[config.mk]
export PLATFORM = sky130hd
export DESIGN_NAME = svp_ram
export DESIGN_NICKNAME = d
export VERILOG_FILES = /design/src/rtl/svp_ram.sv
export SDC_FILE = /design/constraint.sdc
export NUM_CORES = 2
export LEC_CHECK = 0
export ABC_AREA = 1
export BUFFER_PORTS_ARGS = -buffer_cell sky130_fd_sc_hd__buf_2
export CAP_MARGIN = 20
export CORE_ASPECT_RATIO = 1.2
export CORE_UTILIZATION = 35
export CTS_CLUSTER_SIZE = 10
export DETAILED_ROUTE_END_ITERATION = 16
export PLACE_DENSITY = 0.54
export SLEW_MARGIN = 10
export SYNTH_ARGS = -nofsm -noshare
export SYNTH_HDL_FRONTEND = slang
export SYNTH_SLANG_ARGS = --single-unit
[constraint.sdc]
create_clock -name clk -period 2.8 [get_ports clk]
set_input_delay 0.28 -clock clk [delete_from_list [all_inputs] [get_ports clk]]
set_output_delay 0.28 -clock clk [all_outputs]
set_load 0.02 [all_outputs]
[src/rtl/svp_ram.sv]
`timescale 1ns / 1ps
// ----------------------------------------------------------------------------
// svp_ram - generic simple dual-port RAM
// One write port, one read port with registered read data.
// ----------------------------------------------------------------------------
module svp_ram #(
  parameter int  WIDTH = 16,
  parameter int  DEPTH = 256,
  localparam int AW    = $clog2(DEPTH)
) (
  input  logic             clk,
  input  logic             we,
  input  logic [AW-1:0]    waddr,
  input  logic [WIDTH-1:0] wdata,
  input  logic             re,
  input  logic [AW-1:0]    raddr,
  output logic [WIDTH-1:0] rdata
);

  logic [WIDTH-1:0] mem [DEPTH];

  always_ff @(posedge clk) begin
    if (we) begin
      mem[waddr] <= wdata;
    end
    if (re) begin
      rdata <= mem[raddr];
    end
  end

endmodule

-- Yosys cells after proc, flatten, opt, wreduce, memory -nomap -nowiden
Memory sizes are Yosys's and may differ from the RTL's. A register that Yosys moved wholly into a read port is not among the register bits.
Index checks and enable logic that the tools add are counted.
- logic and storage cells: 3
- memories kept: 1
- RAM bits: 4096
- flip-flop bits (word level): 0
- multiplexer cells: 2
- memory list (memory ; depth ; width ; read ports ; clocked after memory_dff ; write ports ; RTL line ; text):
    mem ; 256 ; 16 ; 1 ; 1 ; 1 ; 20 ; logic [WIDTH-1:0] mem [DEPTH];
- operator list (cell ; number):
    two-way mux 1 bit ; 2

-- Longest topological paths before layout
- depth in word-level cells: 2
- depth in mapped cells: 15
- gate-level depth less buffers: 11

-- Least setup slack after synthesis
No wires, ideal clock.
- path type: input to register
- start point: input port we
- end point: memory mem[162][0], enable pin
- arrival: 1732 ps
- stages on the path: 4
- required time: 2412 ps
- slack: 680 ps
- cell sequence: clkbuf_1 -> nand3_1 -> clkbuf_1 -> nor2_1
- longest elaborated chain between the ends: 2
- RTL lines (what ; RTL line ; text):
    from (decl) ; 12 ; input logic we,
    two-way mux 1 bit ; 23 ; if (we) begin
    two-way mux 1 bit (implied by the code) ; 24 ; mem[waddr] <= wdata;
    to (decl) ; 20 ;
Every way passes these cells.

==> summary.md <==
| Metric | Value |
|---|---|
| Outcome | finished clean |
| Gr ovfl total | 0 |
| Layout Cells excl Fill | 20,521 |
| DR pass1 iterations | 6 |
| Final Cycle Share | a little over four fifths |
| Yosys warnings | 0 |
| VDD IR max | 495 uV |
| Clk sinks | 4,112 |
| Layout area overhead | 16.1% |
| GRT Total Usage | between 20% and 30% |
| DRC Markers | 0 |
| Total power | ~130,000 uW |
| Dpl cell area | between 0.15 and 0.2 sq mm |
| IO Count | 51 |
| Hold_ws | 98.2 ps |
| CTS tree | built |
| Critical path capture point type | register |
| Largest net degree at the start of global routing | about 140 |
| Clk Latency, worst-skew pair | around 1000 ps |
| Chip width | between 600 and 700 microns |
| Multiplexer share of the synthesized area | 0% |
| Cells after DPL | about 20,000 |
| Buffer levels on the longest clock path | 4 |
| Hold Startpoint | waddr[4] |
| Post-Syn Area | between 0.15 and 0.2 sq mm |
| Combinational family with the most area after synthesis | simple AND/OR/NAND/NOR gates |
| Worst setup path class | in2reg |
| Rel. slew slack | between 20% and 30% |
| Fin. Hold Viols | 0 |
| CP startpoint kind | primary input |
| Unrepaired setup endpoints after global routing | no |
| Worst path arrival time | roughly 3200 ps |
| Max cap viols | 0 |
| H-Tree Level Count | 5 |
| First-pass GRT wire length | 750,000 microns |
| Net Count, Synth | ~14,000 |
| Final min period | roughly 2300 ps |
| Total Die Area | 0.477 sq mm |
| Post-synth cell types | 14 |
| Core area | about 0.47 sq mm |
| Max Clk Rate | about 0.43 GHz |
| Starting density of the core | 35.2% |
| Worst min-delay path class | in2reg |
| Clock Tree Root | clkbuf_16 |
| RR Startpoint | mem[3][15] |
| Worst-path maximum fanout | 37 |
| Hold Path End | mem[183][8] |
| Total CTS buffers | 453 |
| Post-CTS setup repair buffer count | 0 |
| Slew Viols, Final | 0 |
| HPWL after DPL | about 320,000 microns |
| Gpl congestion | between 0.8 and 0.9 |
| Register area share after synthesis | 74.4% |
| Iter 0 DRT Violations | 11,645 |
| Setup violations, final | 0 |
| Cells after synthesis | ~14,000 |
| Post-CTS Hold Fix Bufs | 18 |
| PortBufs | 50 |
| Avg Cell Area, Syn | roughly 12 sq um |
| Max Clock Skew | around 63 ps |
| Die height | 756 microns |
| Worst EP required | between 3000 and 4000 ps |
| Initial antenna violation count | between 40 and 50 |
| Vias | between 100k and 150k |
| Leakage | 0.0672 uW |
| Fin util | 40.9% |
| Vias per cell | 5.30 |
| Layout cells sized above 1 | around 11% |
| Vias in the first global route | approximately 100k |
| Hold Path Cell Cnt | 6 |
| Final #Nets | about 14,000 |
| Simple logic cell fraction of the synthesized area | 22.3% |
| Clk slew on worst S/H paths | around 60 ps |
| Xor/xnor cell area share of the yosys netlist | 0% |
| Compound-Gate Fraction of Synth Area | 0% |
| Routed WL per cell | around 25 microns |
| FP Rows | 276 |
| Least-Margin Pin Slew | 1100 ps |
| Final instance area | 0.193 sq mm |
| Routed wire length | 522,000 microns |
| Seq cells post-synth | between 4,000 and 5,000 |
| Post-cts resize count | 0 |
| Synth Area in Adders | 0% |
| R2r endpoint | rdata[15] |
| PD cells | 668 mW/mm^2 |
| DRT antenna net count | 0 |
| FF-to-FF setup slack | 460 ps |
| Depth of the worst register-to-register path | 10 |
per-layer routing:
metal | part of all wire [%] | GRT usage (%) | vias to the layer above | wire [microns]
met2 | 48 | 35.8 | 4092 | 252000
met1 | 41 | 28.3 | 54315 | 213000
met5 | 0.016 | 0 | - | 82
met4 | 4.2 | 8.23 | 14 | 22000
met3 | 6.7 | 2.90 | 816 | 34900
li1 | - | - | 49534 | -
kinds of logic after synthesis:
group	after synthesis
flip-flops	4112
AND/OR/NAND/NOR	8529
buffers and inverters	976
cell usage after synthesis:
cell type  count  area share [%]
buf_1         70            0.16
buf_12         1           0.012
buf_2        495             1.5
buf_4        163            0.74
buf_6         53            0.36
buf_8          1          0.0090
clkbuf_1     154            0.35
edfxtp_1    4112              74
inv_1         35           0.079
inv_2          2          0.0045
inv_4          2          0.0075
nand2_1     4211             9.5
nand3_1     4035              12
nor2_1       283            0.64
final cells by class:
cell class                 instances  area (sq um)
antenna                            6          15.0
clock buffer                     476         11500
clock inverter                    28           317
fill                           43656        279000
inverter                          39           200
multi-input combinational       8529         37200
sequential                      4112        123000
tap                             6255          7830
timing repair buffer            1076         12000
stage by stage:
step                worst slack [ps]  TNS (ps)
finish                           454         0
detailed placement              -481     -5150
CTS                              416         0
global route                     343         0
global placement                -523     -5660
floorplan                        680         0
report_power, final:
part           internal [uW]  switching, uW  total (uW)
combinational           2580           6530        9110
sequential             67900            109       68000
clock                  28700          22800       51500
how the worst max path moves through the flow:
stage | start | end | slack [ps]
2_1_floorplan | we | mem[162][0] | 680
3_3_place_gp | raddr[0] | rdata[13] | -520
3_5_place_dp | raddr[0] | rdata[13] | -480
4_1_cts | mem[3][15] | rdata[15] | 420
5_1_grt | raddr[0] | rdata[4] | 340
6_report | raddr[0] | rdata[4] | 450
sequential cells by signal, summed over array words and instances (netlist names):
register / flops
mem: 4096
rdata: 16
cells in the final DEF (no fill, tap or decap), drive strengths merged:
master and instances:
diode 6, inv 48, nand3 4035, nand2 4211, clkinv 19, dlygate4sd3 18, nor2 283, clkbuf 476
edfxtp 4112, buf 1058
worst max-delay path, stage by stage:
cell and delay, ps:
buf_12 140, inv_16 240, buf_4 230, buf_12 200, buf_4 420, nand2_1 90
nand3_1 100, nand3_1 140, nand3_1 140, nand3_1 80, nand3_1 310, nand3_1 130
nand2_1 200, nand2_1 200, nand2_1 130
Power figures use the tool's default switching activity.
