<file path="src/rtl/svp_pkg.sv">
`timescale 1ns / 1ps
// ----------------------------------------------------------------------------
// svp_pkg - sample voice playback shared definitions
// Item codes, register indexes, divide-by-constant figures and the control
// group that steers the scaling lanes.
// ----------------------------------------------------------------------------
package svp_pkg;

  // item codes carried on req_type
  typedef enum logic [2:0] {
    REQ_WRITE  = 3'd0,
    REQ_START  = 3'd1,
    REQ_STOP   = 3'd2,
    REQ_SETVOL = 3'd3,
    REQ_TICK   = 3'd4
  } req_t;

  // configuration register indexes
  typedef enum logic [2:0] {
    CFG_SAMPLE_COUNT  = 3'd0,
    CFG_TWO_CHANNEL   = 3'd1,
    CFG_LINEAR_INTERP = 3'd2,
    CFG_STEREO_OUTPUT = 3'd3,
    CFG_PAN           = 3'd4,
    CFG_LOOP_ENABLE   = 3'd5,
    CFG_STEP          = 3'd6
  } cfg_idx_t;

  localparam int CFG_W = 22;

  // pan scale and volume scale divisors
  localparam logic [13:0] PAN_FULL = 14'd10000;
  localparam logic [13:0] DIV_PAN  = 14'd10000;
  localparam logic [13:0] DIV_VOL  = 14'd127;

  // floor(2^32 / divisor): the quotient estimate is low by at most one
  localparam logic [25:0] RCP_PAN = 26'((64'd1 << 32) / 64'd10000);
  localparam logic [25:0] RCP_VOL = 26'((64'd1 << 32) / 64'd127);

  typedef enum logic {
    SEL_PAN = 1'b0,
    SEL_VOL = 1'b1
  } div_sel_t;

  typedef struct packed {
    logic     en;
    div_sel_t sel;
  } scale_ctl_t;

endpackage

</file>
<file path="src/rtl/svp_scale.sv">
`timescale 1ns / 1ps
// ----------------------------------------------------------------------------
// svp_scale - product over constant, truncated toward zero
// Three-stage lane: a*k, reciprocal estimate, remainder correction.
// ----------------------------------------------------------------------------
module svp_scale
  import svp_pkg::*;
(
  input  logic               clk,
  input  scale_ctl_t         ctl,
  input  logic signed [15:0] a,
  input  logic [13:0]        k,
  output logic signed [15:0] q
);

  logic signed [30:0] prod;
  logic [28:0]        mag0_r;
  logic               neg0_r;
  div_sel_t           sel0_r;

  logic [25:0] rcp;
  logic [54:0] est;
  logic [28:0] mag1_r;
  logic [15:0] q0_r;
  logic        neg1_r;
  div_sel_t    sel1_r;

  logic [13:0] dsr;
  logic [28:0] qd;
  logic [28:0] rmd;
  logic [15:0] qc;
  logic [16:0] qs;
  logic signed [15:0] q_r;

  assign prod = a * $signed({1'b0, k});
  assign rcp  = (sel0_r == SEL_VOL) ? RCP_VOL : RCP_PAN;
  assign est  = 55'(mag0_r) * 55'(rcp);
  assign dsr  = (sel1_r == SEL_VOL) ? DIV_VOL : DIV_PAN;
  assign qd   = 29'(q0_r) * 29'(dsr);
  assign rmd  = mag1_r - qd;
  assign qc   = (rmd >= 29'(dsr)) ? q0_r + 16'd1 : q0_r;
  assign qs   = neg1_r ? (~{1'b0, qc} + 17'd1) : {1'b0, qc};

  always_ff @(posedge clk) begin
    if (ctl.en) begin
      neg0_r <= prod[30];
      mag0_r <= prod[30] ? 29'(-prod) : prod[28:0];
      sel0_r <= ctl.sel;
      mag1_r <= mag0_r;
      neg1_r <= neg0_r;
      sel1_r <= sel0_r;
      q0_r   <= est[47:32];
      q_r    <= $signed(qs[15:0]);
    end
  end

  assign q = q_r;

endmodule

</file>
<file path="config.mk">
export PLATFORM = sky130hd
export DESIGN_NAME = svp_scale
export DESIGN_NICKNAME = d
export VERILOG_FILES = /design/src/rtl/svp_pkg.sv /design/src/rtl/svp_scale.sv
export SDC_FILE = /design/constraint.sdc
export NUM_CORES = 2
export LEC_CHECK = 0
export BUFFER_PORTS_ARGS = -buffer_cell sky130_fd_sc_hd__buf_2
export CORE_MARGIN = 2
export CORE_UTILIZATION = 40
export DETAILED_ROUTE_END_ITERATION = 10
export HOLD_SLACK_MARGIN = 0.03
export MAX_ROUTING_LAYER = met4
export PLACE_DENSITY = 0.61
export SLEW_MARGIN = 40
export SYNTH_ARGS = -nofsm -noshare
export SYNTH_HDL_FRONTEND = slang
export SYNTH_SLANG_ARGS = --single-unit
</file>
<file path="constraint.sdc">
create_clock -name clk -period 13.1 [get_ports clk]
set_input_delay 1.31 -clock clk [delete_from_list [all_inputs] [get_ports clk]]
set_output_delay 1.31 -clock clk [all_outputs]
set_load 0.005 [all_outputs]
</file>
# Word level (Yosys, flattened, before mapping)
# Cells that the tools add are included.
dict set report op_classes {
  n_mux 5
  bitwise 1
  order_cmp 1
  n_mul 3
  n_reduce_logical 0
  div 0
  eq_ne 0
  addsub 4
  n_shift 0
}
# cell n
set ops {}
lappend ops {{$mul A29 B26 Y48} 1}
lappend ops {{$add A16 B1 Y16 const B} 2}
lappend ops {{$mux W16} 2}
lappend ops {{$mul A16 B15 Y31} 1}
lappend ops {{$ge A29 B14 Y1} 1}
lappend ops {{$mul A16 B14 Y29} 1}
lappend ops {{$mux W29} 1}
lappend ops {{$neg A29 Y29} 1}
lappend ops {{$sub A29 B29 Y29} 1}
lappend ops {{$mux W26} 1}
lappend ops {{$not A16 Y16} 1}
lappend ops {{$mux W14} 1}
dict set report word_totals {
  latch_bits 0
  output_inout_bits 16
  elab_cells 22
  ram_bits 0
  n_memories 0
  ff_bits 94
  romBits 0
}

# Depth between registers and ports, before layout
dict set report depth {
  ltp_word 8
  ltp_mapped 36
  ltp_nobuf 33
}

# Worst setup path after synthesis
# Ideal clock, no wire load.
dict set report synth_timing {
  path_type {reg-to-reg}
  from {register sel1_r}
  to {register q_r[15] (netlist: q[15]), data pin}
  arrival_time_ps 8245
  stages_incl_launch_ff 32
  setup_slack_ps 4592
  synth_period_minus_slack_ps 8508
  t_required_ps 12837
  n_path_buf 2
  cell_sequence {edfxtp_1 > buf_2 > buf_1 > nand2_1 > inv_1 > fa_1 > fa_1 > inv_1 > fa_1 > fa_1 > fa_1 > inv_1 > fa_1 > inv_1 > ha_1 > a21oi_1 > o21ai_0 > o21ba_2 > xnor2_1 > ha_1 > a2111oi_0 > o311ai_0 > a211o_1 > nor4_1 > o2111ai_1 > nor3_2 > a211oi_2 > a211o_1 > and2_4 > or4_4 > o41ai_2 > xnor2_1}
}
dict set report synth_via {
  elab_chain_len 8
}
# element line_no
set synth_rtl {}
lappend synth_rtl {{start, declared} svp_scale.sv:26} ;# div_sel_t sel1_r;
lappend synth_rtl {{start signal, assigned} svp_scale.sv:51} ;# sel1_r <= sel0_r;
lappend synth_rtl {{$mux W14 *} svp_scale.sv:38} ;# assign dsr = (sel1_r == SEL_VOL) ? DIV_VOL : DIV_PAN;
lappend synth_rtl {{$mul A16 B14 Y29} svp_scale.sv:39} ;# assign qd = 29'(q0_r) * 29'(dsr);
lappend synth_rtl {{$sub A29 B29 Y29} svp_scale.sv:40} ;# assign rmd = mag1_r - qd;
lappend synth_rtl {{$ge A29 B14 Y1 *} svp_scale.sv:41} ;# assign qc = (rmd >= 29'(dsr)) ? q0_r + 16'd1 : q0_r;
lappend synth_rtl {{$mux W16 *} svp_scale.sv:41}
lappend synth_rtl {{$not A16 Y16} svp_scale.sv:42} ;# assign qs = neg1_r ? (~{1'b0, qc} + 17'd1) : {1'b0, qc};
lappend synth_rtl {{$add A16 B1 Y16} svp_scale.sv:42}
lappend synth_rtl {{$mux W16 *} svp_scale.sv:42}
lappend synth_rtl {{net qs[15]} svp_scale.sv:32} ;# logic [16:0] qs;
lappend synth_rtl {{end signal, assigned} svp_scale.sv:53} ;# q_r <= $signed(qs[15:0]);
lappend synth_rtl {{end, declared} svp_scale.sv:33} ;# logic signed [15:0] q_r;
# Mark *: on every way through the listed nets, which the timed path passes. The rest lies on a longest branch.
# A chain may end at the register's enable or synchronous reset.

# Final worst setup path
# Same ends and word-level chain as after synthesis.

==> run summary <==
The flow ran to the end, and the final reports show no timing, DRC or antenna violations. The top cell types in the final layout, fill and taps aside, are inv_1 (1023), fa_1 (588), ha_1 (505). The initial antenna violation count is 0. The die covers 80100 sq um.

After clock tree synthesis, the repair step resized 0 gates. Summed over all nets, the half-perimeter wirelength after detailed placement is 62.2 mm. The maximum net fanout on the critical path was 33; the CTS sink count was 94. For this design the top-level I/O count stands at 49. Highest attainable clock frequency: 99.3 MHz. The worst path setup slack after routing is 3.03 ns, and the number of cells on the worst hold path is 0. The clock period could shrink to 10.07 ns. The tools report the total DRC errors in the routed layout as 0. Library cell contributing the largest single delay on the critical path: clkinv_1. After synthesis, the mean cell area works out to 9.47 sq um.

The Yosys step of the flow raised 0 warnings. The DRC violation total after the first TritonRoute iteration was 718. The cell sitting at the root of the clock tree is a clkbuf_16. The path class of the tightest hold or removal check is reg2reg. The total setup buffers inserted after CTS is 0. In this run the vertical extent of the chip is 283 microns. CTS built an H-tree with a depth of 3. Synthesis handed over a netlist of 3286 instances.

The number of max-slew violations in the final report was 0; the data required time of the critical path was 13.23 ns. The setup slack at placement is 3.46 ns, and the post-synthesis to final-layout area growth is 5.33%. The worst setup path is launched from a flip-flop. The worst register-to-register path has a setup slack of 3.03 ns.

In the final timing run, aggregate negative setup slack is 0 ns. Dividing the detail-routed wire length by the instance count gives 16.2 microns. The starting density of the core came out at 0.403. The library cell occupying the most area in the post-synthesis netlist was fa_1. The pre-antenna-repair detailed-routing pass consisted of 5 iterations.

Number of nets at the end of the flow: 4416. Max-cap violations in this run came to 0. The filler cell count in the final layout is 7631. Entering global routing, the biggest net connects 55 pins. Number of register bits inferred by synthesis: 94. The worst path arrival time was 10.20 ns. Counting every net in the synthesized netlist gives 4412.

The placed instances occupy a cell area of 32500 sq um. For this run, the leading register cell type out of synthesis is edfxtp_1. The number of endpoints with negative hold slack in the final report came out at 0.

The share of synthesized area occupied by flip-flops and latches is 0.0907, and the total of buffers placed on input and output ports is 48. Between clock sinks in the finished design, the worst skew comes to 0.0177 ns. The congestion estimate from routability-driven global placement came to 0.927.

The number of cell instances on the worst register-to-register path works out to 31. Area share of the largest cell type after synthesis: 0.378. After detailed routing, the number of vias per cell comes to 4.70.

The library cell used most frequently in the layout, excluding fill and tap cells, is inv_1. STA classifies the critical path endpoint as a flip-flop. The start-to-end type of the worst setup path is reg2reg. The clock passes through at most 2 buffers. The tools report the remaining number of nets flagged by the antenna check after routing as 0.

For this run the aggregate overflow at the end of global routing stands at 0. For the total core area, the log shows 77200 sq um. The largest single stage delay on the critical path is 0.78 ns. The count of standard-cell rows is 102, and the final cell utilization of the core is 0.425. After clock tree synthesis, the clock-pin slew on the worst setup and hold paths is 0.07 ns. The x dimension of the die is 283 microns, and the insertion delay of the later-clocked pin in the worst-skew pair is 0.39 ns. The final non-filler cell area came out at 32800 sq um. The post-synthesis cell type count is 80, and the post-synth design cell area is 31100 sq um. The global-route wire length before repair is 118 mm. Number of vias after detailed routing: 20.4k.

Most prevalent standard cell on the critical path: fa_1. After synthesis, the cell types taking the most area are fa_1 (38%), ha_1 (20%), inv_1 (12%). Setup repair after global routing left no endpoint under its margin. Number of buffers inserted by hold repair at cts: 0. The final routed wirelength across all metal layers came out at 70.3 mm. The worst slew margin relative to its limit was 0.448.

The ratio of cells with drive above 1 in the final layout works out to 0.0307. The tools report the setup-violating endpoint count in the final report as 0. The slew at the pin closest to its max-slew limit was 0.823 ns; the via count of the first global-routing pass was 21.9k. The fraction of the cycle the final worst path needs came out at 0.769. In this run, synthesis inferred 94 flip-flops with an integrated enable.

TritonCTS built the clock tree. The number of buffers added by the clock tree synthesis step is 9, and the share of flip-flops with an asynchronous set or reset is 0. For the overall routing resource usage, the log shows 0.190.
## metrics by stage
| stage | std cells | hold WS (ns) |
|---|---|---|
| floorplan | 3286 | 0.400 |
| global placement | 4319 | 0.408 |
| CTS | 4335 | 0.445 |
| global route | 4335 | 0.446 |
| detailed placement | 4319 | 0.429 |
| finish | 4336 | 0.439 |
## logic make-up (layout without fill, tap and decap cells)
| family | Yosys count | in the layout | share of synthesized area |
|---|---|---|---|
| compound gates | 262 | 262 | 0.0564 |
| simple gates | 605 | 605 | 0.0985 |
| flops | 94 | 94 | 0.0907 |
| other cells | 0 | 1 | 0 |
| mux | 11 | 11 | 0.00358 |
| xor+xnor | 136 | 136 | 0.0383 |
| buf+inv | 1084 | 1093 | 0.131 |
| fa+ha+maj | 1094 | 1094 | 0.582 |
## metal layers
layer / wire length [microns] / global-route usage / vias to the layer above
met2: 33500 / 0.313 / 324
met4: 1400 / 0.0384 / 0
met5: 0 / - / -
met1: 32900 / 0.257 / 10100
met3: 2470 / 0.0172 / 62
li1: - / - / 9921
## cell usage after synthesis (3+ instances only)
cell type and number:
or2_2 7, buf_1 4, clkbuf_1 50, o21bai_1 4
nand3b_1 4, nor3_1 22, o21ai_0 56, nand2_1 205
ha_1 505, o21ba_2 4, xor2_1 31, o211ai_1 6
nand2b_1 22, edfxtp_1 94, nand4_1 13, xnor2_1 105
buf_2 5, a21boi_0 3, or3_1 9, a211oi_1 13
a41oi_1 4, and3_1 11, nand3_1 26, nor2b_1 35
a21oi_1 69, a21o_1 28, nor4_1 8, a2111oi_0 5
fa_1 588, nor2_1 83, mux2i_1 10, o2111ai_1 4
o311ai_0 3, a311oi_1 3, inv_1 1024, o21a_1 12
o31ai_1 5, a31oi_1 11, and2_1 145
## flip-flops by register name, indices dropped and copies added, names as in the netlist
signal  flops
sel1_r      1
neg0_r      1
mag0_r     29
q          16
neg1_r      1
mag1_r     29
q0_r       16
sel0_r      1
## path summary, 6_finish.rpt
check	startpoint	to
worst max-delay path	sel1_r	q[15]
worst min-delay path	neg0_r	neg1_r
worst max register to register	sel1_r	q[15]
worst min register to register	neg0_r	neg1_r
## critical path, delay by kind of cell, from the launching register on
family	cells	cell delay (ns)
buffers and inverters	5	1.37
adders and majority gates	8	3.46
xor gates and xnor gates	3	0.36
DFF	1	0.33
AOI/OAI and AO/OA	9	2.12
and+or+nand+nor	6	2.15
## cell type report
cell class	count	area (sq um)	area share
tap	1040	1300	0.0397
clock inverter	7	85.1	0.00260
clock buffer	9	225	0.00687
timing repair buffer	53	280	0.00855
inverter	1024	3840	0.117
multi-input combinational	2108	24200	0.739
sequential	94	2820	0.0861
antenna	1	2.50	0.0000763
Power is left out: the tool's default activity adds up to more than one toggle a clock period on the data nets, which glitch-free logic cannot reach.
