==> config.mk <==
export PLATFORM = sky130hd
export DESIGN_NAME = svp_urem
export DESIGN_NICKNAME = d
export VERILOG_FILES = /design/src/rtl/svp_urem.sv
export SDC_FILE = /design/constraint.sdc
export NUM_CORES = 1
export LEC_CHECK = 0
export ABC_AREA = 1
export BUFFER_PORTS_ARGS = -buffer_cell sky130_fd_sc_hd__buf_2
export CAP_MARGIN = 10
export CORE_MARGIN = 5
export CORE_UTILIZATION = 30
export CTS_CLUSTER_SIZE = 40
export DETAILED_ROUTE_END_ITERATION = 12
export GPL_TIMING_DRIVEN = 0
export SETUP_SLACK_MARGIN = 0.3
export SLEW_MARGIN = 20
export SYNTH_ARGS = -nofsm -noshare
export SYNTH_HDL_FRONTEND = slang
export SYNTH_SLANG_ARGS = --single-unit
==> constraint.sdc <==
create_clock -name clk -period 1.9 [get_ports clk]
set_input_delay 0.19 -clock clk [delete_from_list [all_inputs] [get_ports clk]]
set_output_delay 0.19 -clock clk [all_outputs]
set_load 0.01 [all_outputs]
==> src/rtl/svp_urem.sv <==
`timescale 1ns / 1ps
// ----------------------------------------------------------------------------
// svp_urem - iterative unsigned remainder
// Restoring remainder, one dividend bit per cycle.
// ----------------------------------------------------------------------------
module svp_urem (
  input  logic        clk,
  input  logic        rst_n,
  input  logic        start,
  input  logic [17:0] dividend,
  input  logic [16:0] divisor,
  output logic        busy,
  output logic [16:0] rem
);

  localparam int STEPS = 18;

  logic [4:0]  cnt_r;
  logic        busy_r;
  logic [17:0] dvd_r;
  logic [16:0] dsr_r;
  logic [16:0] rem_r;
  logic [17:0] trial;
  logic [17:0] rem_nxt;

  always_comb begin
    trial = {rem_r, dvd_r[17]};
    if (trial >= {1'b0, dsr_r}) begin
      rem_nxt = trial - {1'b0, dsr_r};
    end else begin
      rem_nxt = trial;
    end
  end

  always_ff @(posedge clk) begin
    if (!rst_n) begin
      busy_r <= 1'b0;
      cnt_r  <= '0;
    end else if (start) begin
      busy_r <= 1'b1;
      cnt_r  <= 5'(STEPS - 1);
    end else if (busy_r) begin
      if (cnt_r == '0) begin
        busy_r <= 1'b0;
      end else begin
        cnt_r <= cnt_r - 5'd1;
      end
    end
  end

  always_ff @(posedge clk) begin
    if (start) begin
      dvd_r <= dividend;
      dsr_r <= divisor;
      rem_r <= '0;
    end else if (busy_r) begin
      dvd_r <= {dvd_r[16:0], 1'b0};
      rem_r <= rem_nxt[16:0];
    end
  end

  assign busy = busy_r;
  assign rem  = rem_r;

endmodule

# Word level (Yosys, flattened, before mapping)

Cells that the tools add are included.

Register bits after elaboration: 58
Input port bits: 38
Output and inout bits: 18
Word-level logic and storage cells: 26

$add $sub $neg: 2
$lt $le $gt $ge: 1
Equality and inequality tests: 1
Mux-type cells: 9
Bitwise logic cells: 2
Reduce and logical (&&, ||, !) cells: 5

Operators by type and width:

| operator            | count |
|---|---|
| $mux 18             | 2 |
| $ge 18x17->1        | 1 |
| $mux 17             | 1 |
| $sub 17x17->17      | 1 |
| $mux 5              | 3 |
| $logic_not 5->1     | 1 |
| $sub 5x1->5 const B | 1 |
| $reduce_and 2->1    | 2 |
| $mux 1              | 3 |
| $ne 2x2->1 const B  | 1 |
| $not 1->1           | 2 |
| $reduce_bool 2->1   | 1 |
| $reduce_or 2->1     | 1 |

# Logic depth before layout (Yosys ltp)

Gate-level depths: netlist (run 1).

Depth in word-level cells: 4
Gate-level depth with buffers: 14

# Least setup slack after synthesis (run 1)

Ideal clock, no wire load.

Path kind: register to register
Start point: reg dvd_r[17]
End point: reg rem_r[5], in the netlist rem[5]
Arrival: 1.738 ns
Path slack: 0.049 ns
Cell stages (with the launch flop): 12
Clock period less this slack: 1.851 ns
Cell sequence: edfxtp_1 inv_1 ha_1 inv_1 fa_1 nand3_1 nand3_2 nand2_4 buf_2 nand3_1 nand3_1 nand2_1

Longest elaborated chain between the ends: 2
Elaborated cells between the ends (all ways): 3
Classes of those cells: 1 x add/sub; 1 x order compare; 1 x mux

Ends and longest elaborated chain:

| item                                           | line   | text |
|---|---|---|
| from (decl)                                    | 20     | `logic [17:0] dvd_r;` |
| from (signal assigned)                         | 53     | `dvd_r <= dividend;` |
| from (signal assigned)                         | 57     | `dvd_r <= {dvd_r[16:0], 1'b0};` |
| $sub 17x17->17 or $ge 18x17->1 (tied branches) | 29, 28 |  |
| $mux 17 (*)                                    | 28     | `if (trial >= {1'b0, dsr_r}) begin` |
| to (signal assigned)                           | 58     | `rem_r <= rem_nxt[16:0];` |
| to (decl)                                      | 22     | `logic [16:0] rem_r;` |

Mark *: on every way between the ends. The rest lies on a longest branch, timed or not.
A chain may end at the register's enable or synchronous reset.

# Worst setup path after layout (run 1)

Start point: reg dvd_r[17]
End point: reg rem_r[1], in the netlist rem[1]

Same word-level chain as after synthesis.

==> metrics.txt, run 1 <==
# TYPE chip_impl_metric gauge
chip_impl_metric{name="clk_latency",unit="ps"} 330
chip_impl_metric{name="yosys_synthesis_warning_count",unit=""} 0
chip_impl_metric{name="pin_count",unit=""} 56
chip_impl_metric{name="drive_gt1_share",unit="%"} 38.7
chip_impl_metric{name="synthToLayoutAreaGrowth",unit="%"} 45.9
chip_impl_metric{name="max-cap-violations",unit=""} 0
chip_impl_metric{name="placed_cell_area",unit="µm²"} 4130
chip_impl_metric{name="synth_cell_type_count",unit=""} 32
chip_impl_info{name="hold_path.startpoint",value="divisor[8]"} 1
chip_impl_info{name="final_cell_mix",value="nand2_1 (151), inv_1 (69), buf_2 (56)"} 1
chip_impl_metric{name="routed_wl",unit="µm"} 10000
chip_impl_metric{name="worst_slew_pin_slew",unit="ps"} 675
chip_impl_metric{name="worst_ep_required_time",unit="ps"} 2130
chip_impl_metric{name="detail_route.wl_per_cell",unit="µm"} 13.7
chip_impl_metric{name="globalRouteTotalUtil",unit="%"} 13.7
chip_impl_metric{name="skew",unit="ps"} 8.50
chip_impl_metric{name="clk_transition_reported_paths",unit="ps"} 60
chip_impl_info{name="crit_path_cell_trace",value="inv_2 -> ha_4 -> inv_4 -> fa_2 -> nand3_2 -> nand3_4 -> nand2_8 -> buf_4 -> buf_6 -> nand3_2 -> nand2_2 -> o21ai_2"} 1
chip_impl_metric{name="cts_buffer_depth",unit=""} 2
chip_impl_info{name="post_synth_main_area_contributors",value="edfxtp_1 (29%), nand2_1 (19%), dfxtp_1 (13%), inv_1 (8.9%), ha_1 (6.6%)"} 1
chip_impl_metric{name="grt_start_max_net_pins",unit=""} 23
chip_impl_metric{name="post_route_ant_nets",unit=""} 0
chip_impl_metric{name="synth.cell_area",unit="µm²"} 3600
chip_impl_metric{name="antenna_cells_inserted",unit=""} 0
chip_impl_metric{name="design.die.area",unit="µm²"} 14300
chip_impl_metric{name="syn-mean-instance-area",unit="µm²"} 7.39
chip_impl_metric{name="final_setup_slack_of_the_worst_path",unit="ps"} 7.48
chip_impl_metric{name="setup_viol",unit=""} 0
chip_impl_metric{name="globalRouteOverflowTotal",unit=""} 0
chip_impl_info{name="path_class_of_the_lowest_slack_min_delay_path",value="in -> reg"} 1
chip_impl_metric{name="holdBufCountCts",unit=""} 0
chip_impl_info{name="cp-startpoint",value="dvd_r[17]"} 1
chip_impl_info{name="tritoncts",value="built"} 1
chip_impl_metric{name="finalCriticalPeriod",unit="ps"} 1890
chip_impl_metric{name="tritoncts_buffer_count",unit=""} 9
chip_impl_metric{name="dieHeight",unit="µm"} 120
chip_impl_info{name="crit_path_frequent_cell",value="nand3_2"} 1
chip_impl_metric{name="place.port_buffers",unit=""} 55
chip_impl_metric{name="ys_seq_area_share",unit="%"} 42.0
chip_impl_metric{name="static-leakage-power",unit="nW"} 2.54
chip_impl_info{name="cts.root.buffer_cell",value="clkbuf_16"} 1
chip_impl_metric{name="critical_path_arrival",unit="ps"} 2120
chip_impl_info{name="start_kind",value="register"} 1
chip_impl_info{name="largest_area_contributor_in_the_netlist",value="edfxtp_1"} 1
chip_impl_metric{name="first_pass_grt_wire_length",unit="µm"} 15700
chip_impl_metric{name="post-route-drc-count",unit=""} 0
chip_impl_metric{name="initial_core_utilization",unit="%"} 30.2
chip_impl_metric{name="core_area",unit="µm²"} 11900
chip_impl_metric{name="ys_ff_latch",unit=""} 58
chip_impl_metric{name="max-vdd-ir-drop",unit="mV"} 0.510
chip_impl_info{name="status",value="completed"} 1
chip_impl_metric{name="r2r_cells",unit=""} 12
chip_impl_metric{name="synth_fp_nets",unit=""} 545
chip_impl_info{name="timing.setup.critical_path_class",value="reg -> reg"} 1
chip_impl_metric{name="die_width",unit="µm"} 120
chip_impl_metric{name="dpl.hpwl",unit="µm"} 6480
chip_impl_metric{name="critPathMaxStageDelay",unit="ps"} 380
chip_impl_metric{name="dr.first_iter.drc_count",unit=""} 246
chip_impl_metric{name="cts.sinks",unit=""} 58
chip_impl_metric{name="synthCells",unit=""} 487
chip_impl_metric{name="post_dr_vias_cell",unit=""} 4.66
chip_impl_metric{name="dr.pass1.iters",unit=""} 4
chip_impl_metric{name="drv_slew",unit=""} 0
chip_impl_metric{name="worst_relative_slew_slack",unit="%"} 54.8
chip_impl_metric{name="core.rowCount",unit=""} 40
chip_impl_info{name="critical_path.reg2reg.endpoint",value="rem[1]"} 1
chip_impl_info{name="setup.worst_path.end",value="rem[1]"} 1
chip_impl_metric{name="total_power",unit="mW"} 3.91
chip_impl_info{name="critical_path.reg2reg.startpoint",value="dvd_r[17]"} 1
chip_impl_metric{name="reg2reg_slack",unit="ps"} 7
chip_impl_metric{name="grt_antenna_before_repair",unit=""} 0
chip_impl_info{name="mostFrequentLayoutCell",value="nand2_1"} 1
chip_impl_metric{name="cts_max_level",unit=""} 3
chip_impl_metric{name="final_min_period_over_clock_period",unit="%"} 99.6
chip_impl_info{name="end_kind",value="register"} 1
chip_impl_metric{name="place.detailed.instances",unit=""} 689
chip_impl_metric{name="timing.final.hold_violations",unit=""} 0
chip_impl_metric{name="gpl.final_weighted_congestion",unit=""} 0.926
chip_impl_info{name="slowest_stage",value="edfxtp_1"} 1
chip_impl_metric{name="final_cells",unit=""} 733
chip_impl_metric{name="synth_top_area_share",unit="%"} 29.2
chip_impl_metric{name="post-route-cell-area",unit="µm²"} 5250
chip_impl_metric{name="fmax",unit="GHz"} 0.528
chip_impl_metric{name="minimum_setup_slack_after_placement",unit="ps"} -111
chip_impl_metric{name="layout.core_utilization",unit="%"} 44.1
chip_impl_metric{name="via_count",unit=""} 3415
chip_impl_metric{name="crit_fanout",unit=""} 6
chip_impl_metric{name="grt_pass1_vias",unit=""} 3279
chip_impl_info{name="rsz0062_at_grt",value="true"} 1
chip_impl_metric{name="final_net_count",unit=""} 639
chip_impl_metric{name="power_density",unit="nW/µm²"} 746
==> sequential cells by signal, summed over array words and instances, names as in the netlist <==
register and flops:
dvd_r 18, busy 1, dsr_r 17, rem 17
cnt_r 5
==> worst min-delay path by stage <==
stage	endpoint	slack [ps]	cells after the start
after floorplan	dsr_r[0]	290	0
after global placement	dsr_r[14]	370	1
after detailed placement	dsr_r[12]	370	1
after CTS	dsr_r[10]	10	1
after global routing	dsr_r[2]	20	1
final	dsr_r[8]	30	1
==> repair_timing <==
item / CTS / global route
cloned: 2 / 0
pin swaps: 16 / 30
endpoints found under the setup margin: 36 / 34
resized for setup: 50 / 84
buffers inserted: 18 / 8
==> synth_stat cells, drive strengths merged <==
cell type	n
a211oi	1
fa	1
xnor2	5
buf	5
edfxtp	35
clkinv	1
nand3	46
nor3	6
and2	1
o21ai	9
or2	1
ha	19
nand4	2
nand3b	7
a21oi	15
nor3b	2
xor2	2
nor2	22
dfxtp	23
inv	88
nand2	191
clkbuf	4
a31oi	1
==> power breakdown <==
group | switching (mW) | internal, mW | total, mW | leakage, nW
clock network | 0.607 | 1.29 | 1.90 | 0.170
logic | 0.328 | 0.230 | 0.558 | 1.83
registers | 0.0308 | 1.43 | 1.46 | 0.539
==> final cells by class <==
cell class                 instances  area (µm²)
clock buffer                       9         225
timing repair inverter             1        7.51
multi-input combinational        331        2260
tap                              147         184
inverter                          89         340
fill                            1158        6660
clock inverter                     7         125
sequential                        58        1520
buffer                             9        73.8
timing repair buffer              82         517
==> worst max-delay path, delay by kind of cell (launching register included) <==
family / cells / cell delay (ps)
simple gates: 5 / 470
fa+ha+maj: 2 / 500
flops: 1 / 380
buf+inv: 4 / 350
compound gates: 1 / 60
==> cells by family (layout without fill, tap and decap cells) <==
kind of cell               after synthesis  in the layout  synth area share, %
buffers and inverters                   98            197                 10.9
DFF                                     58             58                 42.0
adders and majority gates               20             20                 7.16
AOI/OAI and AO/OA                       26             26                 3.72
xor gates and xnor gates                 7              7                 1.70
and+or+nand+nor                        278            278                 34.5
==> metal layers <==
layer,global-route usage (%),part of all wire (%),up-vias
li1,-,-,1716
met5,0,0,-
met2,22.8,48,95
met1,16.9,44,1583
met3,3.82,5.5,21
met4,5.51,2.5,0
==> metrics by stage <==
step / setup TNS, ps / hold WS [ps]
floorplan: 0 / 289
global placement: -2130 / 366
detailed placement: -3000 / 369
CTS: 0 / 14.9
global route: -1090 / 19.2
finish: 0 / 31.7
No activity file was read; power rests on OpenSTA's default activity.
==> run 2, diff against run 1 <==
--- a/config.mk
+++ b/config.mk
@@ -8,6 +8,7 @@
 export ABC_AREA = 1
 export BUFFER_PORTS_ARGS = -buffer_cell sky130_fd_sc_hd__buf_2
 export CAP_MARGIN = 10
+export CORE_ASPECT_RATIO = 1.1
 export CORE_MARGIN = 5
 export CORE_UTILIZATION = 30
 export CTS_CLUSTER_SIZE = 40
==> constraint.sdc (replaced) <==
create_clock -name clk -period 2.4 [get_ports clk]
set_input_delay 0.24 -clock clk [delete_from_list [all_inputs] [get_ports clk]]
set_output_delay 0.24 -clock clk [all_outputs]
set_load 0.01 [all_outputs]
==> metrics.txt, run 2 (synthesis results as in run 1) <==
# TYPE chip_impl_metric gauge
chip_impl_metric{name="grt_start_max_net_pins",unit=""} 24
chip_impl_info{name="path_class_of_the_lowest_slack_min_delay_path",value="in -> reg"} 1
chip_impl_metric{name="via_count",unit=""} 3218
chip_impl_metric{name="design.die.area",unit="µm²"} 14300
chip_impl_info{name="hold_path.startpoint",value="divisor[4]"} 1
chip_impl_info{name="critical_path.reg2reg.startpoint",value="dsr_r[15]"} 1
chip_impl_metric{name="dpl.hpwl",unit="µm"} 6790
chip_impl_metric{name="multi_input_area",unit="µm²"} 1900
chip_impl_metric{name="place.port_buffers",unit=""} 55
chip_impl_info{name="final_cell_mix",value="nand2_1 (178), inv_1 (83), buf_2 (57)"} 1
chip_impl_metric{name="largest_reg_flops",unit=""} 18
chip_impl_metric{name="n_fill_cell",unit=""} 1260
chip_impl_metric{name="synthToLayoutAreaGrowth",unit="%"} 28.8
chip_impl_metric{name="clk_transition_reported_paths",unit="ps"} 50
chip_impl_metric{name="cts_buffer_depth",unit=""} 2
chip_impl_metric{name="final_setup_slack_of_the_worst_path",unit="ps"} 376
chip_impl_metric{name="dieHeight",unit="µm"} 125
chip_impl_metric{name="grt.met1_usage",unit="%"} 15.3
chip_impl_info{name="status",value="completed"} 1
chip_impl_metric{name="timing.final.hold_violations",unit=""} 0
chip_impl_metric{name="minimum_setup_slack_after_placement",unit="ps"} 206
chip_impl_metric{name="grt_pass1_vias",unit=""} 3164
chip_impl_info{name="end_kind",value="register"} 1
chip_impl_info{name="tritoncts",value="built"} 1
chip_impl_metric{name="worst_slew_pin_slew",unit="ps"} 885
chip_impl_metric{name="globalRouteTotalUtil",unit="%"} 12.8
chip_impl_metric{name="initial_core_utilization",unit="%"} 30.3
chip_impl_metric{name="static-leakage-power",unit="nW"} 2.35
chip_impl_metric{name="holdWs",unit="ps"} 84.5
chip_impl_metric{name="final_min_period_over_clock_period",unit="%"} 84.3
chip_impl_metric{name="critical_path_arrival",unit="ps"} 2290
chip_impl_metric{name="grt_antenna_before_repair",unit=""} 0
chip_impl_metric{name="fmax",unit="GHz"} 0.494
chip_impl_info{name="mostFrequentLayoutCell",value="nand2_1"} 1
chip_impl_metric{name="max-cap-violations",unit=""} 0
chip_impl_metric{name="r2r_cells",unit=""} 13
chip_impl_metric{name="grtUsageMet2",unit="%"} 21.2
chip_impl_metric{name="skew",unit="ps"} 7.94
chip_impl_metric{name="worst_ep_required_time",unit="ps"} 2670
chip_impl_info{name="regMostFlops",value="dvd_r"} 1
chip_impl_metric{name="drive_gt1_share",unit="%"} 23.5
chip_impl_metric{name="max-vdd-ir-drop",unit="mV"} 0.357
chip_impl_metric{name="dr.first_iter.drc_count",unit=""} 181
chip_impl_metric{name="use_met3",unit="%"} 2.62
chip_impl_metric{name="drv_slew",unit=""} 0
chip_impl_metric{name="die_width",unit="µm"} 114
chip_impl_metric{name="post_route_ant_nets",unit=""} 0
chip_impl_metric{name="post-route-drc-count",unit=""} 0
chip_impl_metric{name="core_area",unit="µm²"} 11900
chip_impl_metric{name="min_delay_path_depth",unit=""} 1
chip_impl_info{name="rsz0062_at_grt",value="true"} 1
chip_impl_metric{name="cts.sinks",unit=""} 58
chip_impl_info{name="cts.root.buffer_cell",value="clkbuf_16"} 1
chip_impl_metric{name="setup_viol",unit=""} 0
chip_impl_metric{name="cts_max_level",unit=""} 3
chip_impl_metric{name="pin_count",unit=""} 56
chip_impl_metric{name="power_density",unit="nW/µm²"} 576
chip_impl_metric{name="post_dr_vias_cell",unit=""} 4.48
chip_impl_metric{name="gpl.final_weighted_congestion",unit=""} 0.902
chip_impl_metric{name="holdBufCountCts",unit=""} 0
chip_impl_metric{name="worst_relative_slew_slack",unit="%"} 40.9
chip_impl_metric{name="antenna_cells_inserted",unit=""} 0
chip_impl_metric{name="detail_route.wl_per_cell",unit="µm"} 12.9
chip_impl_info{name="busiest_layer",value="met2"} 1
chip_impl_info{name="start_kind",value="register"} 1
chip_impl_metric{name="area.sequential",unit="µm²"} 1510
chip_impl_metric{name="finalCriticalPeriod",unit="ps"} 2020
chip_impl_metric{name="layout.core_utilization",unit="%"} 39.1
chip_impl_metric{name="dr.pass1.iters",unit=""} 4
chip_impl_info{name="timing.setup.critical_path_class",value="reg -> reg"} 1
chip_impl_metric{name="finalSetupTns",unit="ps"} 0
chip_impl_metric{name="clk_latency",unit="ps"} 330
chip_impl_metric{name="first_pass_grt_wire_length",unit="µm"} 14800
chip_impl_metric{name="routed_wl",unit="µm"} 9250
chip_impl_metric{name="final_net_count",unit=""} 618
chip_impl_metric{name="core.rowCount",unit=""} 42
chip_impl_info{name="cp-startpoint",value="dsr_r[15]"} 1
chip_impl_metric{name="globalRouteOverflowTotal",unit=""} 0
chip_impl_metric{name="tritoncts_buffer_count",unit=""} 9
chip_impl_metric{name="crit_fanout",unit=""} 10
==> run 2: repair_timing <==
action                                  4_1_cts  5_1_grt
pin swaps                                     1        9
resized for setup                             3       44
buffers inserted                              1        5
endpoints found under the setup margin       10       14
cloned                                        0        1
==> run 2: worst paths after layout <==
check             slack, ps  endpoint
setup / recovery        380   rem[11]
hold reg to reg         500    rem[1]
setup reg to reg        380   rem[11]
hold / removal           80  dsr_r[4]
==> run 2: per-stage QoR <==
stage	std cells	total power, mW	instance area [µm²]
after floorplan	487	1.37	3600
after detailed placement	696	1.48	4070
after global routing	719	2.79	4640
after CTS	713	2.68	4360
final	719	2.67	4640
after global placement	696	1.47	4070
==> run 2: routing by layer <==
layer	up-vias	part of all wire [%]	routed length, µm
li1	1673	-	-
met5	-	0	0
met2	60	49	4570
met1	1468	44	4070
met4	0	2.9	267
met3	17	3.7	343
==> run 2: layout make-up <==
type / count / share of cell area [%]
Buffer: 9 / 1.51
Clock inverter: 5 / 0.620
Tap cell: 154 / 4.15
Sequential cell: 58 / 32.6
Inverter: 89 / 7.20
Multi-Input combinational cell: 331 / 41.1
Timing Repair Buffer: 62 / 7.36
Clock buffer: 11 / 5.45
==> run 2: report_power, final <==
part / total [mW] / internal, mW / switching [mW]
logic: 0.338 / 0.128 / 0.210
registers: 1.15 / 1.13 / 0.0213
clock network: 1.18 / 0.745 / 0.435
==> run 2: worst max-delay path, stage by stage (launching register included) <==
cell and delay [ps]:
edfxtp_1 370, inv_1 120, ha_4 220, a21oi_2 170
nor2_1 50, nor2_1 150, nand2_1 110, nor2_4 140
buf_12 140, nand2_8 80, buf_12 160, nand3_2 50
nand3_1 100, nand2_1 90
==> run 3, diff against run 2 <==
==> constraint.sdc (replaced) <==
create_clock -name clk -period 1.7 [get_ports clk]
set_input_delay 0.17 -clock clk [delete_from_list [all_inputs] [get_ports clk]]
set_output_delay 0.17 -clock clk [all_outputs]
set_load 0.01 [all_outputs]
==> metrics.txt, run 3 (synthesis results as in run 1) <==
# TYPE chip_impl_metric gauge
chip_impl_metric{name="antenna_cells_inserted",unit=""} 0
chip_impl_metric{name="use_met3",unit="%"} 3.74
chip_impl_info{name="critical_path.reg2reg.endpoint",value="rem[11]"} 1
chip_impl_metric{name="crit_fanout",unit=""} 6
chip_impl_info{name="critical_path.reg2reg.startpoint",value="dsr_r[11]"} 1
chip_impl_metric{name="post-route-cell-area",unit="µm²"} 5270
chip_impl_metric{name="place.port_buffers",unit=""} 55
chip_impl_metric{name="fmax",unit="GHz"} 0.504
chip_impl_metric{name="clk_latency",unit="ps"} 330
chip_impl_metric{name="first_pass_grt_wire_length",unit="µm"} 16000
chip_impl_metric{name="setup_viol",unit=""} 17
chip_impl_metric{name="largest_reg_flops",unit=""} 18
chip_impl_metric{name="n_fill_cell",unit=""} 1195
chip_impl_info{name="violations",value="negative setup slack"} 1
chip_impl_metric{name="worst_ep_required_time",unit="ps"} 1980
chip_impl_info{name="rsz0062_at_grt",value="true"} 1
chip_impl_metric{name="power_density",unit="nW/µm²"} 804
chip_impl_info{name="final_cell_mix",value="nand2_1 (161), inv_1 (72), buf_2 (55)"} 1
chip_impl_metric{name="post_dr_vias_cell",unit=""} 4.59
chip_impl_info{name="crit_path_cell_trace",value="inv_2 -> ha_4 -> nand2_1 -> nand2_1 -> nand2_1 -> nand2_2 -> nand2_2 -> nand2_2 -> nor2_4 -> nand2_8 -> buf_12 -> buf_12 -> nand3_2 -> nand3_2 -> nand2_1"} 1
chip_impl_metric{name="die_width",unit="µm"} 114
chip_impl_metric{name="design.die.area",unit="µm²"} 14300
chip_impl_metric{name="grt.met1_usage",unit="%"} 15.4
chip_impl_metric{name="tritoncts_buffer_count",unit=""} 9
chip_impl_metric{name="critical_path_arrival",unit="ps"} 2260
chip_impl_metric{name="initial_core_utilization",unit="%"} 30.3
chip_impl_metric{name="grtUsageMet2",unit="%"} 24.5
chip_impl_info{name="busiest_layer",value="met2"} 1
chip_impl_metric{name="r2r_cells",unit=""} 15
chip_impl_metric{name="static-leakage-power",unit="nW"} 2.61
chip_impl_metric{name="worst_relative_slew_slack",unit="%"} 56.3
chip_impl_info{name="crit_path_frequent_cell",value="nand2_1"} 1
chip_impl_metric{name="worst_slew_pin_slew",unit="ps"} 653
chip_impl_metric{name="synthToLayoutAreaGrowth",unit="%"} 46.5
chip_impl_metric{name="pin_count",unit=""} 56
chip_impl_metric{name="final_min_period_over_clock_period",unit="%"} 117
chip_impl_metric{name="detail_route.wl_per_cell",unit="µm"} 13.8
chip_impl_metric{name="skew",unit="ps"} 6.11
chip_impl_info{name="path_class_of_the_lowest_slack_min_delay_path",value="in -> reg"} 1
chip_impl_metric{name="cts_max_level",unit=""} 3
chip_impl_metric{name="final_setup_slack_of_the_worst_path",unit="ps"} -283
chip_impl_info{name="setup.worst_path.end",value="rem[11]"} 1
chip_impl_info{name="status",value="complete, but fails checks"} 1
chip_impl_metric{name="globalRouteOverflowTotal",unit=""} 0
chip_impl_metric{name="post-route-drc-count",unit=""} 0
chip_impl_metric{name="reg2reg_slack",unit="ps"} -280
chip_impl_metric{name="cts.sinks",unit=""} 58
chip_impl_info{name="start_kind",value="register"} 1
chip_impl_metric{name="placed_cell_area",unit="µm²"} 4140
chip_impl_metric{name="final_net_count",unit=""} 648
chip_impl_metric{name="routed_wl",unit="µm"} 10300
chip_impl_metric{name="dpl.hpwl",unit="µm"} 6670
chip_impl_info{name="tritoncts",value="built"} 1
chip_impl_metric{name="drv_slew",unit=""} 0
chip_impl_info{name="timing.setup.critical_path_class",value="reg -> reg"} 1
chip_impl_metric{name="critPathMaxStageDelay",unit="ps"} 380
chip_impl_metric{name="cts_buffer_depth",unit=""} 2
chip_impl_metric{name="gpl.final_weighted_congestion",unit=""} 0.873
chip_impl_info{name="mostFrequentLayoutCell",value="nand2_1"} 1
chip_impl_metric{name="finalCriticalPeriod",unit="ps"} 1980
chip_impl_info{name="end_kind",value="register"} 1
chip_impl_metric{name="drive_gt1_share",unit="%"} 35.8
chip_impl_info{name="cp-startpoint",value="dsr_r[11]"} 1
chip_impl_metric{name="dr.first_iter.drc_count",unit=""} 187
chip_impl_metric{name="timing.final.hold_violations",unit=""} 0
chip_impl_metric{name="grt_start_max_net_pins",unit=""} 23
chip_impl_metric{name="dr.pass1.iters",unit=""} 4
chip_impl_metric{name="post_route_ant_nets",unit=""} 0
chip_impl_metric{name="core_area",unit="µm²"} 11900
chip_impl_metric{name="core.rowCount",unit=""} 42
chip_impl_metric{name="grt_pass1_vias",unit=""} 3510
chip_impl_info{name="cts.root.buffer_cell",value="clkbuf_16"} 1
chip_impl_metric{name="max-cap-violations",unit=""} 0
chip_impl_metric{name="minimum_setup_slack_after_placement",unit="ps"} -333
chip_impl_info{name="slowest_stage",value="edfxtp_1"} 1
chip_impl_metric{name="clk_transition_reported_paths",unit="ps"} 50
chip_impl_metric{name="grt_antenna_before_repair",unit=""} 0
chip_impl_metric{name="max-vdd-ir-drop",unit="mV"} 0.620
chip_impl_metric{name="globalRouteTotalUtil",unit="%"} 14.0
chip_impl_metric{name="dieHeight",unit="µm"} 125
chip_impl_info{name="regMostFlops",value="dvd_r"} 1
chip_impl_metric{name="via_count",unit=""} 3438
## run 3: changes by cell type in the layout (fill, tap and decap cells not counted), moves of 6 or more
cell	change
buf_4	+17
nand2_1	-17
nand3_1	-12
inv_1	-11
inv_2	+10
nand2_2	+9
nand3_2	+9
nand2_4	+8
dlygate4sd3_1	+6
## run 3: power breakdown
part / total, mW / switching [mW] / internal, mW / leakage (nW)
clock network: 1.99 / 0.670 / 1.32 / 0.159
logic: 0.616 / 0.359 / 0.257 / 1.91
registers: 1.63 / 0.0333 / 1.60 / 0.540
total: 4.24 / 1.06 / 3.18 / 2.61
## run 3: per-layer routing
| metal | share of wire (%) | vias up | wire [µm] |
|---|---|---|---|
| li1 | - | 1735 | - |
| met1 | 41 | 1601 | 4230 |
| met2 | 52 | 82 | 5360 |
| met3 | 4.2 | 20 | 436 |
| met4 | 2.6 | 0 | 269 |
| met5 | 0 | - | 0 |
## run 3: how the worst min path moves through the flow
stage                 from  depth (start not counted)         to
2_1_floorplan   divisor[0]                          0   dsr_r[0]
3_3_place_gp   divisor[11]                          1  dsr_r[11]
3_5_place_dp   divisor[10]                          1  dsr_r[10]
4_1_cts        divisor[10]                          1  dsr_r[10]
5_1_grt         divisor[9]                          1   dsr_r[9]
6_report        divisor[9]                          1   dsr_r[9]
## run 3: cell type report
class,count,area [µm²],share of cell area [%]
timing repair inverter,1,7.51,0.142
sequential,58,1520,28.8
multi-input combinational,331,2170,41.1
clock inverter,6,90.1,1.71
clock buffer,10,239,4.53
buffer,9,77.6,1.47
inverter,89,339,6.43
timing repair buffer,91,641,12.1
tap,154,193,3.65
## run 3: repair_timing
item,in CTS,in global routing
buffers inserted,19,9
resized for setup,51,60
endpoints found under the setup margin,49,48
hold endpoints to repair,6,0
pin swaps,17,30
hold buffers,6,0
gates cloned,2,1
## run 3: metrics by stage
stage               std cells  utilization (%)  hold WS [ps]  TNS [ps]  total power [mW]
floorplan                 487                -           269      -252              1.95
global placement          696             34.8           347     -9080              2.09
detailed placement        696             34.8           348    -10840              2.10
CTS                       739             41.6          1.26     -3560              4.22
global route              749             44.4          2.32     -6220              4.41
finish                    749             44.4          12.2     -4150              4.24
## run 3: worst max-delay path, delay by kind of cell, from the launching register on
family | cells | cell delay, ps
AND/OR/NAND/NOR | 11 | 970
flip-flops | 1 | 380
buffers and inverters | 3 | 360
adder cells (fa/ha/maj) | 1 | 210
